File: config.mk
export PLATFORM = sky130hd
export DESIGN_NAME = instruction_operand_patcher
export DESIGN_NICKNAME = d
export VERILOG_FILES = /design/src/hdl/iop_pkg.sv /design/src/hdl/instruction_operand_patcher.sv /design/src/hdl/iop_front.sv /design/src/hdl/iop_queue.sv /design/src/hdl/iop_back.sv
export SDC_FILE = /design/constraint.sdc
export NUM_CORES = 1
export LEC_CHECK = 0
export BUFFER_PORTS_ARGS = -buffer_cell sky130_fd_sc_hd__buf_2
export CAP_MARGIN = 0
export CORE_MARGIN = 5
export CORE_UTILIZATION = 55
export DETAILED_ROUTE_END_ITERATION = 12
export GPL_ROUTABILITY_DRIVEN = 0
export PLACE_DENSITY = 0.81
export RECOVER_POWER = 100
export SLEW_MARGIN = 10
export SYNTH_ARGS = -nofsm -noshare
export SYNTH_HDL_FRONTEND = slang
export SYNTH_SLANG_ARGS = --single-unit
File: constraint.sdc
create_clock -name clock -period 6.27 [get_ports clock]
set_input_delay 0.627 -clock clock [delete_from_list [all_inputs] [get_ports clock]]
set_output_delay 0.627 -clock clock [all_outputs]
set_load 0.02 [all_outputs]
File: src/hdl/iop_pkg.sv
// Shared types and codes for the instruction operand patcher.
// Used by every module of the block; depends on nothing.
`default_nettype none

package iop_pkg;

   localparam int MAX_INSN_BYTES_DEF = 8;
   localparam int QUEUE_DEPTH_DEF    = 4;
   localparam int SLOTS              = 5;

   localparam logic [1:0] STATUS_OK        = 2'd0;
   localparam logic [1:0] STATUS_WARN      = 2'd1;
   localparam logic [1:0] STATUS_NOT_ALLOW = 2'd2;
   localparam logic [1:0] STATUS_JUMP_FAR  = 2'd3;

   localparam logic [3:0] SET_ANY     = 4'd0;
   localparam logic [3:0] SET_ZERO    = 4'd1;
   localparam logic [3:0] SET_0_2     = 4'd2;
   localparam logic [3:0] SET_0_3     = 4'd3;
   localparam logic [3:0] SET_0_7     = 4'd4;
   localparam logic [3:0] SET_RST_A   = 4'd5;
   localparam logic [3:0] SET_B       = 4'd6;
   localparam logic [3:0] SET_124     = 4'd7;
   localparam logic [3:0] SET_1248    = 4'd8;
   localparam logic [3:0] SET_HEX40   = 4'd9;
   localparam logic [3:0] SET_EIGHT   = 4'd10;

   localparam logic [2:0] FORMULA_SCALE        = 3'd1;
   localparam logic [2:0] FORMULA_ADD_SCALED   = 3'd2;
   localparam logic [2:0] FORMULA_SELECT_ADD   = 3'd3;
   localparam logic [2:0] FORMULA_SELECT_TWO   = 3'd4;
   localparam logic [2:0] FORMULA_SELECT_THREE = 3'd5;

   localparam logic [2:0] PATCH_UNSIGNED_LE = 3'd1;
   localparam logic [2:0] PATCH_SIGNED_LE   = 3'd2;
   localparam logic [2:0] PATCH_HIGH_BYTE   = 3'd3;
   localparam logic [2:0] PATCH_BIG_ENDIAN  = 3'd4;
   localparam logic [2:0] PATCH_PC_RELATIVE = 3'd5;

   typedef struct packed {
      logic        value_is_target;
      logic [31:0] value_or_target;
      logic [31:0] insn_address;
      logic [3:0]  insn_length;
      logic [3:0]  range_check;
      logic [2:0]  formula_kind;
      logic [2:0]  patch_kind;
      logic [2:0]  field_offset;
      logic [2:0]  field_size;
      logic [55:0] coef_bytes;
   } iop_req_type;

   typedef struct packed {
      logic       write_enable;
      logic [2:0] byte_position;
      logic [7:0] byte_value;
      logic [1:0] status;
      logic       last;
   } iop_rsp_type;

   typedef struct packed {
      logic [SLOTS-1:0]      valid;
      logic [SLOTS-1:0][2:0] pos;
      logic [SLOTS-1:0][7:0] data;
      logic [1:0]            status;
   } iop_entry_type;

endpackage

`default_nettype wire

File: src/hdl/instruction_operand_patcher.sv
// Top level of the instruction operand patcher.
// Depends on iop_pkg, iop_front, iop_queue and iop_back.
`default_nettype none

// One request per operand fixup; each request yields one result per byte it writes,
// at least one result and at most five. The front end takes a request every cycle
// while the queue has room, forms the operand before its input register and checks it after it; the back
// end emits one result per cycle while the result output is not stalled, so that
// write sequencer sets the sustained rate. A request with no write yields a single
// non-write result marked last. A request passes the front-end register, the queue,
// the current-request register and the result register. No clearing pass.
module instruction_operand_patcher import iop_pkg::*; #(
   parameter int MAX_INSN_BYTES = MAX_INSN_BYTES_DEF,
   parameter int QUEUE_DEPTH    = QUEUE_DEPTH_DEF
) (
   input  wire logic        clock,
   input  wire logic        reset,
   input  wire logic        req_push,
   output logic             req_full,
   input  wire iop_req_type req_data,
   output logic             rsp_empty,
   input  wire logic        rsp_pop,
   output iop_rsp_type      rsp_data
);

   logic          q_push, q_full, q_pop, q_empty;
   iop_entry_type q_in, q_head;

   iop_front #(
      .MAX_INSN_BYTES(MAX_INSN_BYTES)
   ) u_front (
      .clock    (clock),
      .reset    (reset),
      .req_push (req_push),
      .req_full (req_full),
      .req_data (req_data),
      .q_full   (q_full),
      .q_push   (q_push),
      .q_data   (q_in)
   );

   iop_queue #(
      .DEPTH(QUEUE_DEPTH)
   ) u_queue (
      .clock     (clock),
      .reset     (reset),
      .push      (q_push),
      .push_data (q_in),
      .full      (q_full),
      .pop       (q_pop),
      .empty     (q_empty),
      .head      (q_head)
   );

   iop_back u_back (
      .clock     (clock),
      .reset     (reset),
      .q_empty   (q_empty),
      .q_head    (q_head),
      .q_pop     (q_pop),
      .rsp_empty (rsp_empty),
      .rsp_pop   (rsp_pop),
      .rsp_data  (rsp_data)
   );

   assert property (@(posedge clock) disable iff (reset)
      !rsp_empty && !rsp_data.write_enable |-> rsp_data.last)
      else $error("non-write result not marked last");

   assert property (@(posedge clock) disable iff (reset)
      !rsp_empty && rsp_data.status == STATUS_NOT_ALLOW |-> !rsp_data.write_enable)
      else $error("write issued for a rejected value");

   assert property (@(posedge clock) disable iff (reset)
      !rsp_empty && rsp_pop && !rsp_data.last |=> !rsp_empty)
      else $error("gap inside the results of one request");

   assert property (@(posedge clock) disable iff (reset)
      req_full |-> q_full)
      else $error("front end blocked while queue has room");

endmodule

`default_nettype wire

File: src/hdl/iop_front.sv
// Front end: forms the operand value, checks its allowed set and lays out the byte writes.
// Depends on iop_pkg; feeds iop_queue.
`default_nettype none

module iop_front import iop_pkg::*; #(
   parameter int MAX_INSN_BYTES = MAX_INSN_BYTES_DEF
) (
   input  wire logic          clock,
   input  wire logic          reset,
   input  wire logic          req_push,
   output logic               req_full,
   input  wire iop_req_type   req_data,
   input  wire logic          q_full,
   output logic               q_push,
   output iop_entry_type      q_data
);

   localparam int LEN_W = $clog2(MAX_INSN_BYTES + 1);

   iop_req_type        item_ff, item_in;
   logic [31:0]        uv_ff, uv_in;
   logic [LEN_W-1:0]   len_ff, len_in;
   logic               valid_ff, valid_in;
   logic               accept;

   logic [LEN_W-1:0]   len_sat;
   logic signed [31:0] v;
   logic [7:0]         c [7];
   logic               allowed;
   logic [7:0]         formula_byte;
   logic               formula_on;
   logic [2:0]         sz;
   logic               is_be;
   logic               field_on;
   logic [1:0]         status;
   logic [3:0]         pos4;
   iop_entry_type      entry;

   assign req_full = valid_ff && q_full;
   assign accept   = req_push && !req_full;
   assign q_push   = valid_ff && !q_full;
   assign q_data   = entry;

   always_comb begin
      if (32'(req_data.insn_length) > 32'(MAX_INSN_BYTES)) begin
         len_sat = LEN_W'(MAX_INSN_BYTES);
      end else begin
         len_sat = LEN_W'(req_data.insn_length);
      end
      item_in  = accept ? req_data : item_ff;
      len_in   = accept ? len_sat : len_ff;
      uv_in    = uv_ff;
      if (accept) begin
         if (req_data.value_is_target) begin
            uv_in = req_data.value_or_target - (req_data.insn_address + 32'(len_sat));
         end else begin
            uv_in = req_data.value_or_target;
         end
      end
      valid_in = accept || (valid_ff && q_full);
   end

   always_ff @(posedge clock) begin
      if (reset) begin
         valid_ff <= 1'b0;
      end else begin
         valid_ff <= valid_in;
      end
      item_ff <= item_in;
      uv_ff   <= uv_in;
      len_ff  <= len_in;
   end

   always_comb begin
      v = $signed(uv_ff);
      for (int k = 0; k < 7; k++) begin
         c[k] = item_ff.coef_bytes[8*k +: 8];
      end

      unique case (item_ff.range_check)
         SET_ANY:   allowed = 1'b1;
         SET_ZERO:  allowed = (uv_ff == 32'd0);
         SET_0_2:   allowed = (uv_ff <= 32'd2);
         SET_0_3:   allowed = (uv_ff <= 32'd3);
         SET_0_7:   allowed = (uv_ff <= 32'd7);
         SET_RST_A: allowed = (uv_ff <= 32'd8) || uv_ff == 32'h10 || uv_ff == 32'h18
                              || uv_ff == 32'h20 || uv_ff == 32'h28 || uv_ff == 32'h30
                              || uv_ff == 32'h38;
         SET_B:     allowed = (uv_ff >= 32'd2 && uv_ff <= 32'd5) || uv_ff == 32'd7
                              || uv_ff == 32'h10 || uv_ff == 32'h18 || uv_ff == 32'h20
                              || uv_ff == 32'h28 || uv_ff == 32'h38;
         SET_124:   allowed = uv_ff == 32'd1 || uv_ff == 32'd2 || uv_ff == 32'd4;
         SET_1248:  allowed = uv_ff == 32'd1 || uv_ff == 32'd2 || uv_ff == 32'd4
                              || uv_ff == 32'd8;
         SET_HEX40: allowed = (uv_ff == 32'h40);
         SET_EIGHT: allowed = (uv_ff == 32'd8);
         default:   allowed = 1'b0;
      endcase

      formula_on = 1'b1;
      unique case (item_ff.formula_kind)
         FORMULA_SCALE:
            formula_byte = c[0] + ((v < 32'sd8) ? {uv_ff[4:0], 3'b000} : uv_ff[7:0]);
         FORMULA_ADD_SCALED:
            formula_byte = c[0] + 8'(c[1] * uv_ff[7:0]);
         FORMULA_SELECT_ADD:
            formula_byte = (uv_ff == 32'(c[0])) ? c[1] : c[2] + uv_ff[7:0];
         FORMULA_SELECT_TWO:
            formula_byte = (uv_ff == 32'(c[0])) ? c[1] :
                           (uv_ff == 32'(c[2])) ? c[3] : c[4];
         FORMULA_SELECT_THREE:
            formula_byte = (uv_ff == 32'(c[0])) ? c[1] :
                           (uv_ff == 32'(c[2])) ? c[3] :
                           (uv_ff == 32'(c[4])) ? c[5] : c[6];
         default: begin
            formula_byte = 8'd0;
            formula_on   = 1'b0;
         end
      endcase

      status   = STATUS_OK;
      field_on = 1'b1;
      is_be    = 1'b0;
      sz       = (item_ff.field_size > 3'd4) ? 3'd4 : item_ff.field_size;
      unique case (item_ff.patch_kind)
         PATCH_UNSIGNED_LE, PATCH_BIG_ENDIAN: begin
            is_be = (item_ff.patch_kind == PATCH_BIG_ENDIAN);
            if ((sz == 3'd1 && (v < -32'sd128 || v > 32'sd255)) ||
                (sz == 3'd2 && (v < -32'sd32768 || v > 32'sd65535))) begin
               status = STATUS_WARN;
            end
         end
         PATCH_SIGNED_LE: begin
            if ((sz == 3'd1 && (v < -32'sd128 || v > 32'sd127)) ||
                (sz == 3'd2 && (v < -32'sd32768 || v > 32'sd32767))) begin
               status = STATUS_WARN;
            end
         end
         PATCH_HIGH_BYTE: begin
            sz = 3'd1;
            if (uv_ff[15:8] != 8'h00 && uv_ff[15:8] != 8'hFF) begin
               status = STATUS_WARN;
            end
         end
         PATCH_PC_RELATIVE: begin
            sz = (item_ff.field_size > 3'd2) ? 3'd2 : item_ff.field_size;
            if ((sz == 3'd1 && (v < -32'sd128 || v > 32'sd127)) ||
                (sz == 3'd2 && (v < -32'sd32768 || v > 32'sd32767))) begin
               status = STATUS_JUMP_FAR;
            end
         end
         default: begin
            field_on = 1'b0;
            sz       = 3'd0;
         end
      endcase

      entry.valid[0] = allowed && formula_on
                       && (32'(item_ff.field_offset) < 32'(len_ff));
      entry.pos[0]   = item_ff.field_offset;
      entry.data[0]  = formula_byte;
      for (int i = 0; i < 4; i++) begin
         if (is_be) begin
            pos4 = 4'(item_ff.field_offset) + 4'(sz) - 4'd1 - 4'(i);
         end else begin
            pos4 = 4'(item_ff.field_offset) + 4'(i);
         end
         entry.valid[i+1] = allowed && field_on && (3'(i) < sz) && !pos4[3]
                            && (32'(pos4) < 32'(len_ff));
         entry.pos[i+1]   = pos4[2:0];
         entry.data[i+1]  = uv_ff[8*i +: 8];
      end
      entry.status = allowed ? status : STATUS_NOT_ALLOW;
   end

endmodule

`default_nettype wire

File: src/hdl/iop_queue.sv
// Short request queue between the front end and the write sequencer.
// Depends on iop_pkg for the entry type.
`default_nettype none

module iop_queue import iop_pkg::*; #(
   parameter int DEPTH = QUEUE_DEPTH_DEF
) (
   input  wire logic          clock,
   input  wire logic          reset,
   input  wire logic          push,
   input  wire iop_entry_type push_data,
   output logic               full,
   input  wire logic          pop,
   output logic               empty,
   output iop_entry_type      head
);

   localparam int PTR_W = (DEPTH > 1) ? $clog2(DEPTH) : 1;
   localparam int CNT_W = $clog2(DEPTH + 1);

   iop_entry_type      store_ff [DEPTH];
   logic [PTR_W-1:0]   wr_ff, wr_in, rd_ff, rd_in;
   logic [CNT_W-1:0]   count_ff, count_in;
   logic               do_push, do_pop;

   assign full    = (count_ff == CNT_W'(DEPTH));
   assign empty   = (count_ff == '0);
   assign head    = store_ff[rd_ff];
   assign do_push = push && !full;
   assign do_pop  = pop && !empty;

   always_comb begin
      wr_in = wr_ff;
      rd_in = rd_ff;
      if (do_push) begin
         wr_in = (wr_ff == PTR_W'(DEPTH - 1)) ? '0 : wr_ff + 1'b1;
      end
      if (do_pop) begin
         rd_in = (rd_ff == PTR_W'(DEPTH - 1)) ? '0 : rd_ff + 1'b1;
      end
      count_in = count_ff + CNT_W'(do_push) - CNT_W'(do_pop);
   end

   always_ff @(posedge clock) begin
      if (reset) begin
         wr_ff    <= '0;
         rd_ff    <= '0;
         count_ff <= '0;
      end else begin
         wr_ff    <= wr_in;
         rd_ff    <= rd_in;
         count_ff <= count_in;
      end
      if (do_push) begin
         store_ff[wr_ff] <= push_data;
      end
   end

endmodule

`default_nettype wire

File: src/hdl/iop_back.sv
// Back end: walks the byte writes of one request and emits them, one result per cycle while not stalled.
// Depends on iop_pkg; drains iop_queue into the result register.
`default_nettype none

module iop_back import iop_pkg::*; (
   input  wire logic          clock,
   input  wire logic          reset,
   input  wire logic          q_empty,
   input  wire iop_entry_type q_head,
   output logic               q_pop,
   output logic               rsp_empty,
   input  wire logic          rsp_pop,
   output iop_rsp_type        rsp_data
);

   iop_entry_type     cur_ff, cur_in;
   logic              cur_valid_ff, cur_valid_in;
   iop_rsp_type       out_ff, out_in;
   logic              out_valid_ff, out_valid_in;
   logic              out_free;
   logic              emit;
   logic [2:0]        sel;
   logic [SLOTS-1:0]  rest;
   iop_rsp_type       res;

   assign out_free  = !out_valid_ff || rsp_pop;
   assign emit      = cur_valid_ff && out_free;
   assign rsp_empty = !out_valid_ff;
   assign rsp_data  = out_ff;

   always_comb begin
      sel = 3'd0;
      for (int i = SLOTS - 1; i >= 0; i--) begin
         if (cur_ff.valid[i]) begin
            sel = 3'(i);
         end
      end
      rest = cur_ff.valid;
      rest[sel] = 1'b0;

      res.write_enable  = |cur_ff.valid;
      res.byte_position = res.write_enable ? cur_ff.pos[sel] : 3'd0;
      res.byte_value    = res.write_enable ? cur_ff.data[sel] : 8'd0;
      res.status        = cur_ff.status;
      res.last          = (rest == '0);

      q_pop        = !q_empty && (!cur_valid_ff || (emit && res.last));
      cur_in       = cur_ff;
      cur_valid_in = cur_valid_ff;
      if (q_pop) begin
         cur_in       = q_head;
         cur_valid_in = 1'b1;
      end else if (emit) begin
         cur_in.valid = rest;
         cur_valid_in = !res.last;
      end

      out_in       = emit ? res : out_ff;
      out_valid_in = emit || (out_valid_ff && !rsp_pop);
   end

   always_ff @(posedge clock) begin
      if (reset) begin
         cur_valid_ff <= 1'b0;
         out_valid_ff <= 1'b0;
      end else begin
         cur_valid_ff <= cur_valid_in;
         out_valid_ff <= out_valid_in;
      end
      cur_ff <= cur_in;
      out_ff <= out_in;
   end

endmodule

`default_nettype wire

==> results by group, run 1 <==
Status
  – Result of the run: complete, but fails checks
  – Failing checks: max-capacitance violations, max-slew violations

Synthesis
  – YS warnings: 0
  – Cells taking the most area after synthesis: sky130_fd_sc_hd__edfxtp_1 58%, sky130_fd_sc_hd__mux4_2 7.3%, sky130_fd_sc_hd__ha_1 7.2%
  – Count of state elements after synthesis: 435
  – Gate count after technology mapping: 1550
  – Most repeated cell in the gate-level netlist after synthesis: sky130_fd_sc_hd__edfxtp_1
  – Ys async rst share: 0
  – Synth top cells by count: 423 x sky130_fd_sc_hd__edfxtp_1, 166 x sky130_fd_sc_hd__inv_1, 125 x sky130_fd_sc_hd__ha_1
  – Post-synthesis area per instance: 14.0 sq um
  – Cell area after synthesis: 0.0217 sq mm
  – Area leader, netlist: sky130_fd_sc_hd__edfxtp_1
  – Sequential share of the synthesized area: 0.595
  – Number of synthesized flops with an enable pin: 423
  – Dominant register cell in the synthesized netlist: sky130_fd_sc_hd__edfxtp_1
  – Number of library cell types mapped by synthesis: 78
  – Post-Syn Nets: 1846
  – Portion of synthesized cell area occupied by the leading cell type: 0.584

Clock tree
  – Count of hold-fix buffers inserted at cts: 0
  – Root buffer cell: sky130_fd_sc_hd__clkbuf_16
  – Post-CTS sizing: 0
  – Clock transition at path regs: 0.06 ns
  – Inserted Clock Buffers: 44
  – CTS H-tree lvls: 2
  – Latest clock arrival within the worst-skew pair: 0.54 ns
  – Setup Fix Bufs, Post-CTS: 0
  – TritonCTS clock tree: yes
  – Sink count of the clock tree: 435
  – Buffer levels on the longest clock path: 3

Critical path
  – Nature of the critical path startpoint: flop
  – Required time reported for the critical path endpoint: 6.58 ns
  – Slowest cell on crit path: sky130_fd_sc_hd__nor4_1
  – Start point of the critical path: u_front.uv_ff[2]
  – Arrival time reported for the critical path endpoint: 5.46 ns
  – Critical path endpoint category: flop
  – CP max FO: 24
  – Top delay family on crit path: simple AND/OR/NAND/NOR gates
  – Worst reg2reg path startpoint: u_front.uv_ff[2]
  – Combined buffer and inverter count along the critical path: 1
  – Cells along the critical path: clkbuf_1 > xnor2_1 > nand4_1 > nor4_1 > mux2i_1 > a2111oi_0 > a221oi_1 > o21ai_0
  – CP peak stage delay: 1.87 ns
  – Critical Setup Path Class: reg2reg

Pwr
  – P_sw: 2.96 mW
  – Leak pwr: 9.27 nW
  – Part of the power in combinational logic: 0.282
  – Net switching share of the total power: 0.305
  – Worst ir drop on vdd: 303 uV
  – Share of total power in sequential cells: 0.448
  – Clock Power Share: 0.270
  – Pwr/cell area: 397 mW/mm^2
  – P_int: 6.74 mW
  – Total power draw: 9.70 mW

Global route
  – Gr usage total: 0.219
  – Global-route wire length before repair: 75800 um
  – Number of antenna violations at the first check in global routing: 1
  – Vias in the first global route: 13900
  – GRT Residual Overflow: 0
  – Largest net degree at the start of global routing: 61

Layout
  – Count of nets after finishing: 2013
  – Layout cell share with drive strength beyond 1: 0.173
  – Number of antenna cells inserted: 0
  – Area Growth Syn to Fin: 12.3%

Floorplanning
  – Die Width: 209 um
  – Top-level port count: 162
  – Core area: 0.0389 sq mm
  – Row count: 72
  – Starting Density: 0.559
  – Die Y: 209 um
  – Total die area: 0.0436 sq mm

Flow run
  – Max_cap viols: 7

STA
  – Final Hold Vio Count: 0
  – Minimum period implied by the final worst setup slack: 5.15 ns
  – Final worst hold slack: 0.254 ns
  – Slew at the pin closest to its max-slew limit: 4.11 ns
  – RSZ-0062 raised after global routing: false
  – Final Setup Violations: 0
  – Final cycle utilization of the critical path: 0.822
  – Summed negative setup slack over all endpoints: 0 ns
  – Final number of max-transition violations: 334
  – Tightest slew margin relative to the limit: -1.74
  – Highest Clock Rate: 194 MHz
  – Setup skew after layout: 0.0205 ns

Place
  – IO buf count: 161
  – Detailed placement HPWL: 32400 um

Detailed routing
  – DRC violations left: 0
  – Number of design-rule violations left by the first detailed-router iteration: 1145
  – Post-DR vias/cell: 5.91
  – Vias: 13400
  – Routed Wire Length: 48200 um
  – DR WL/cell: 21.2 um
  – Detailed Routing Iterations Pass 1: 5
  – Post-route ant nets: 0

Hold path
  – Worst hold path class: in2reg
  – Launch instance of the worst min-delay path: req_data[37]
-- worst register-to-register path, delay by kind of cell, from the launching register on --
kind / cells / cell delay (ns)
simple gates: 2 / 2.05
compound gates: 3 / 1.08
buf+inv: 1 / 1.02
flops: 1 / 0.32
mux: 1 / 0.25
xor+xnor: 1 / 0.21
-- layer usage --
metal / wire length [um] / GRT usage / share of wire / up-vias
met3: 3820 / 0.0454 / 0.079 / 103
met5: 0 / 0 / 0 / -
li1: - / - / - / 6115
met2: 23700 / 0.367 / 0.49 / 593
met1: 19300 / 0.291 / 0.40 / 6586
met4: 1400 / 0.0691 / 0.029 / 0
-- area by class of cell --
cell class / instances / area, sq um
Inverter: 166 / 623
Clock inverter: 23 / 270
Timing Repair Buffer: 178 / 856
Sequential cell: 435 / 12900
Fill cell: 2844 / 14500
Clock buffer: 55 / 1160
Tap cell: 518 / 648
Multi-Input combinational cell: 892 / 7900
-- flip-flops by register name (all words and copies together) (netlist names), named ones only --
register / flops
u_back.rsp_data: 15
u_front.uv_ff: 32
u_back.out_valid_ff: 1
u_back.cur_ff: 60
u_front.c: 56
u_front.valid_ff: 1
u_front.q_data: 3
u_queue.wr_ff: 2
u_queue.count_ff: 3
u_back.cur_valid_ff: 1
u_front.item_ff: 13
u_front.len_ff: 4
u_queue.rd_ff: 2
u_queue.store_ff: 240
-- path summary, 6_finish.rpt --
path              depth (start not counted)  slack (ns)                endpoint
setup / recovery                          8        1.12  u_queue.store_ff[2][8]
setup reg to reg                          8        1.12  u_queue.store_ff[2][8]
hold reg to reg                           0        0.43      u_back.rsp_data[2]
hold / removal                            1        0.25           u_front.c[21]
-- placed cells by master, fill, tap and decap left out, types with 57 or more instances in the layout --
master / instances
sky130_fd_sc_hd__mux4_2: 70
sky130_fd_sc_hd__o21ai_0: 67
sky130_fd_sc_hd__xnor2_1: 57
sky130_fd_sc_hd__buf_2: 137
sky130_fd_sc_hd__nand2_1: 100
sky130_fd_sc_hd__a21oi_1: 64
sky130_fd_sc_hd__nor2_1: 70
sky130_fd_sc_hd__ha_1: 125
sky130_fd_sc_hd__edfxtp_1: 423
sky130_fd_sc_hd__inv_1: 165
-- logic make-up after synthesis --
logic type      after synthesis  synth area share
compound gates              259            0.0794
xor+xnor                     90            0.0363
fa+ha+maj                   152            0.0964
buf+inv                     223            0.0390
flops                       435             0.595
mux                          99            0.0863
simple gates                292            0.0673
-- power by group through the flow --
stage               Combinational (mW)  Clock (mW)  Sequential, mW
floorplan                         2.12           0            4.20
detailed placement                2.75           0            4.39
finish                            2.73        2.62            4.35
global placement                  2.65           0            4.36
CTS                               2.77        2.65            4.34
global route                      3.02        2.78            4.41
-- per-stage QoR --
stage | cells | worst slack [ns] | area (sq um) | utilization
2_1_floorplan | 1550 | 0.173 | 21700 | -
3_3_place_gp | 2189 | 1.66 | 23100 | 0.594
3_5_place_dp | 2189 | 1.55 | 23100 | 0.594
4_1_cts | 2267 | 1.69 | 24500 | 0.631
5_1_grt | 2267 | 0.781 | 24400 | 0.627
6_report | 2267 | 1.12 | 24400 | 0.627
Power figures use the tool's default switching activity.
==> run 2, diff against run 1 <==
--- a/config.mk
+++ b/config.mk
@@ -8,10 +8,10 @@
 export BUFFER_PORTS_ARGS = -buffer_cell sky130_fd_sc_hd__buf_2
 export CAP_MARGIN = 0
 export CORE_MARGIN = 5
-export CORE_UTILIZATION = 55
+export CORE_UTILIZATION = 61
 export DETAILED_ROUTE_END_ITERATION = 12
 export GPL_ROUTABILITY_DRIVEN = 0
-export PLACE_DENSITY = 0.81
+export PLACE_DENSITY = 0.85
 export RECOVER_POWER = 100
 export SLEW_MARGIN = 10
 export SYNTH_ARGS = -nofsm -noshare
==> constraint.sdc (replaced) <==
create_clock -name clock -period 5 [get_ports clock]
set_input_delay 0.5 -clock clock [delete_from_list [all_inputs] [get_ports clock]]
set_output_delay 0.5 -clock clock [all_outputs]
set_load 0.02 [all_outputs]
==> run 2 against run 1 <==
The run still ends with max-capacitance violations, max-slew violations left; routed wire length up 0.91%; non-clock buffer count up 5; sequential cell count unchanged; die area down 9.4%; global-route usage up 2.9 points; setup slack worse by 0.57 ns; power up 25%; clock power up 20%; clock-buffer cell count down 2; largest power group unchanged; highest routed layer unchanged.
==> results by group, run 2 (synthesis results as in run 1) <==
STA
  – Final number of max-transition violations: 256 (was 334)
  – Final Setup Violations: 0 (unchanged)
  – Slew at the pin closest to its max-slew limit: 3.10 ns (was 4.11 ns)
  – Summed negative setup slack over all endpoints: 0 ns (unchanged)
  – Final cycle utilization of the critical path: 0.890 (was 0.822)
  – Setup skew after layout: 0.0163 ns (was 0.0205 ns)
  – Final worst hold slack: 0.134 ns (was 0.254 ns)
  – Minimum period implied by the final worst setup slack: 4.45 ns (was 5.15 ns)
  – RSZ-0062 raised after global routing: false (unchanged)
  – Tightest slew margin relative to the limit: -1.07 (was -1.74)
  – Final Hold Vio Count: 0 (unchanged)
  – Highest Clock Rate: 225 MHz (was 194 MHz)

Critical path
  – Required time reported for the critical path endpoint: 5.29 ns (was 6.58 ns)
  – Critical Setup Path Class: reg2reg (unchanged)
  – Number of cells on the worst reg-to-reg path: 14 (was 8)
  – Arrival time reported for the critical path endpoint: 4.74 ns (was 5.46 ns)
  – CP max FO: 6 (was 24)
  – Cells along the critical path: inv_1 > nand2_1 > o31ai_1 > o21ai_0 > ha_1 > inv_1 > ha_1 > ha_1 > o21ai_0 > inv_1 > ha_1 > a21o_1 > a21o_1 > a211oi_1 (was clkbuf_1 > xnor2_1 > nand4_1 > nor4_1 > mux2i_1 > a2111oi_0 > a221oi_1 > o21ai_0)
  – Critical path endpoint category: flop (unchanged)
  – Start point of the critical path: u_front.item_ff[58] (was u_front.uv_ff[2])
  – Cell repeated most along the worst path: sky130_fd_sc_hd__ha_1
  – Worst reg2reg path startpoint: u_front.item_ff[58] (was u_front.uv_ff[2])
  – Slowest cell on crit path: sky130_fd_sc_hd__o21ai_0 (was sky130_fd_sc_hd__nor4_1)
  – CP peak stage delay: 0.60 ns (was 1.87 ns)
  – Nature of the critical path startpoint: flop (unchanged)
  – Reg2Reg Capture Point: u_queue.store_ff[3][61] (was u_queue.store_ff[2][8])
  – Critical Path End: u_queue.store_ff[3][61] (was u_queue.store_ff[2][8])
  – Setup slack of the most critical reg-to-reg path: 0.55 ns (was 1.12 ns)

Layout
  – Number of antenna cells inserted: 0 (unchanged)
  – Core occupancy in the finished layout: 0.687 (was 0.627)
  – Fill cells: 2392 (was 2844)
  – Commonest cells after routing, fill and taps aside: 423 x sky130_fd_sc_hd__edfxtp_1, 165 x sky130_fd_sc_hd__inv_1, 139 x sky130_fd_sc_hd__buf_2 (was 423 x sky130_fd_sc_hd__edfxtp_1, 165 x sky130_fd_sc_hd__inv_1, 137 x sky130_fd_sc_hd__buf_2)
  – Most common cell after layout, fill and taps aside: sky130_fd_sc_hd__edfxtp_1 (unchanged)
  – Area Growth Syn to Fin: 11.9% (was 12.3%)
  – Number of flip-flops in the largest register: 240 (unchanged)
  – Register with the highest flop count: u_queue.store_ff (unchanged)
  – Layout cell share with drive strength beyond 1: 0.176 (was 0.173)
  – Count of nets after finishing: 2018 (was 2013)

Clock tree
  – Latest clock arrival within the worst-skew pair: 0.54 ns (about the same)
  – Root buffer cell: sky130_fd_sc_hd__clkbuf_16 (unchanged)
  – Inserted Clock Buffers: 44 (unchanged)
  – TritonCTS clock tree: yes (unchanged)
  – CTS H-tree lvls: 2 (unchanged)
  – Count of hold-fix buffers inserted at cts: 0 (unchanged)
  – Clock transition at path regs: 0.06 ns (about the same)
  – Sink count of the clock tree: 435 (unchanged)
  – Setup Fix Bufs, Post-CTS: 0 (unchanged)
  – Post-CTS sizing: 0 (unchanged)
  – Buffer levels on the longest clock path: 3 (unchanged)

Pwr
  – Worst ir drop on vdd: 628 uV (was 303 uV)
  – Leak pwr: 9.28 nW (was 9.27 nW)
  – Pwr/cell area: 497 mW/mm^2 (was 397 mW/mm^2)
  – Clock Power Share: 0.260 (was 0.270)
  – Net switching share of the total power: 0.308 (was 0.305)
  – P_sw: 3.72 mW (was 2.96 mW)
  – Share of total power in sequential cells: 0.452 (was 0.448)
  – P_int: 8.37 mW (was 6.74 mW)
  – Part of the power in combinational logic: 0.288 (was 0.282)

Global route
  – Global-route wire length before repair: 75900 um (was 75800 um)
  – Largest net degree at the start of global routing: 72 (was 61)
  – GRT Residual Overflow: 0 (unchanged)
  – Gr usage total: 0.248 (was 0.219)
  – Vias in the first global route: 14000 (was 13900)
  – Number of antenna violations at the first check in global routing: 0 (was 1)

Detailed routing
  – Post-route ant nets: 0 (unchanged)
  – Detailed Routing Iterations Pass 1: 6 (was 5)
  – Routed Wire Length: 48600 um (was 48200 um)
  – Post-DR vias/cell: 6.15 (was 5.91)
  – DRC violations left: 0 (unchanged)
  – Number of design-rule violations left by the first detailed-router iteration: 1198 (was 1145)
  – Vias: 13600 (was 13400)
  – DR WL/cell: 22.0 um (was 21.2 um)

Floorplanning
  – Starting Density: 0.614 (was 0.559)
  – Core area: 0.0354 sq mm (was 0.0389 sq mm)
  – Total die area: 0.0395 sq mm (was 0.0436 sq mm)
  – Die Y: 199 um (was 209 um)
  – Row count: 69 (was 72)
  – Top-level port count: 162 (unchanged)
  – Die Width: 199 um (was 209 um)

Hold path
  – Worst hold path class: in2reg (unchanged)
  – Hold path cells: 1 (unchanged)

Place
  – IO buf count: 161 (unchanged)
  – Detailed placement HPWL: 33400 um (was 32400 um)

Status
  – Failing checks: max-capacitance violations, max-slew violations (unchanged)
  – Result of the run: complete, but fails checks (unchanged)

Flow run
  – Max_cap viols: 7 (unchanged)
[run 2: cell types whose count changed in the layout (fill, tap and decap cells not counted), moves of 2 or more]
cell,before,now
sky130_fd_sc_hd__buf_2,137,139
sky130_fd_sc_hd__buf_4,4,8
sky130_fd_sc_hd__bufinv_16,6,4
sky130_fd_sc_hd__clkbuf_1,46,40
sky130_fd_sc_hd__clkinv_2,4,6
sky130_fd_sc_hd__inv_6,2,0
[run 2: power by group through the flow]
stage | clock, mW | combinational (mW) | sequential (mW)
final | 3.14 | 3.48 | 5.47
after global routing | 3.34 | 3.83 | 5.55
after CTS | 3.17 | 3.53 | 5.46
after detailed placement | 0 | 3.47 | 5.52
after global placement | 0 | 3.31 | 5.48
after floorplan | 0 | 2.66 | 5.26
[run 2: metal layers]
layer	vias to the layer above	GRT usage	part of all wire
met3	146	0.0374	0.070
met1	6697	0.330	0.39
met2	632	0.424	0.50
met5	-	0	0
li1	6119	-	-
met4	0	0.0866	0.040
[run 2: final cells by class]
cell class / count / area [sq um] / area share
clock inverters: 20 / 200 / 0.00823
inverters: 166 / 623 / 0.0256
well taps: 461 / 577 / 0.0237
clock buffers: 53 / 1170 / 0.0479
repair buffers: 183 / 910 / 0.0374
multi-input cells: 892 / 7900 / 0.325
flip-flops and latches: 435 / 12900 / 0.532
[run 2: worst min-delay path by stage]
| stage | start | end | slack, ns |
|---|---|---|---|
| after CTS | req_data[54] | u_front.c[6] | 0.12 |
| after floorplan | u_back.cur_ff[0] | u_back.rsp_data[1] | 0.40 |
| after global placement | u_back.cur_ff[0] | u_back.rsp_data[1] | 0.41 |
| final | req_data[54] | u_front.c[6] | 0.13 |
| after detailed placement | u_back.cur_ff[0] | u_back.rsp_data[1] | 0.41 |
| after global routing | req_data[53] | u_front.c[5] | 0.12 |
[run 2: worst max-delay path: cells and delay by family, from the launching register on]
| kind | cells | cell delay (ns) |
|---|---|---|
| AOI/OAI and AO/OA | 6 | 1.83 |
| adders and majority gates | 4 | 1.30 |
| and+or+nand+nor | 1 | 0.12 |
| buffers and inverters | 3 | 0.45 |
| DFF | 1 | 0.50 |
[run 2: stage by stage]
step           power [mW]  worst slack (ns)  cells  instance area [sq um]
2_1_floorplan        7.91             0.611   1550                  21700
3_3_place_gp         8.80             0.543   2137                  23100
3_5_place_dp         8.99             0.381   2137                  23100
4_1_cts              12.2             0.751   2210                  24500
5_1_grt              12.7             0.300   2210                  24300
6_report             12.1             0.549   2210                  24300
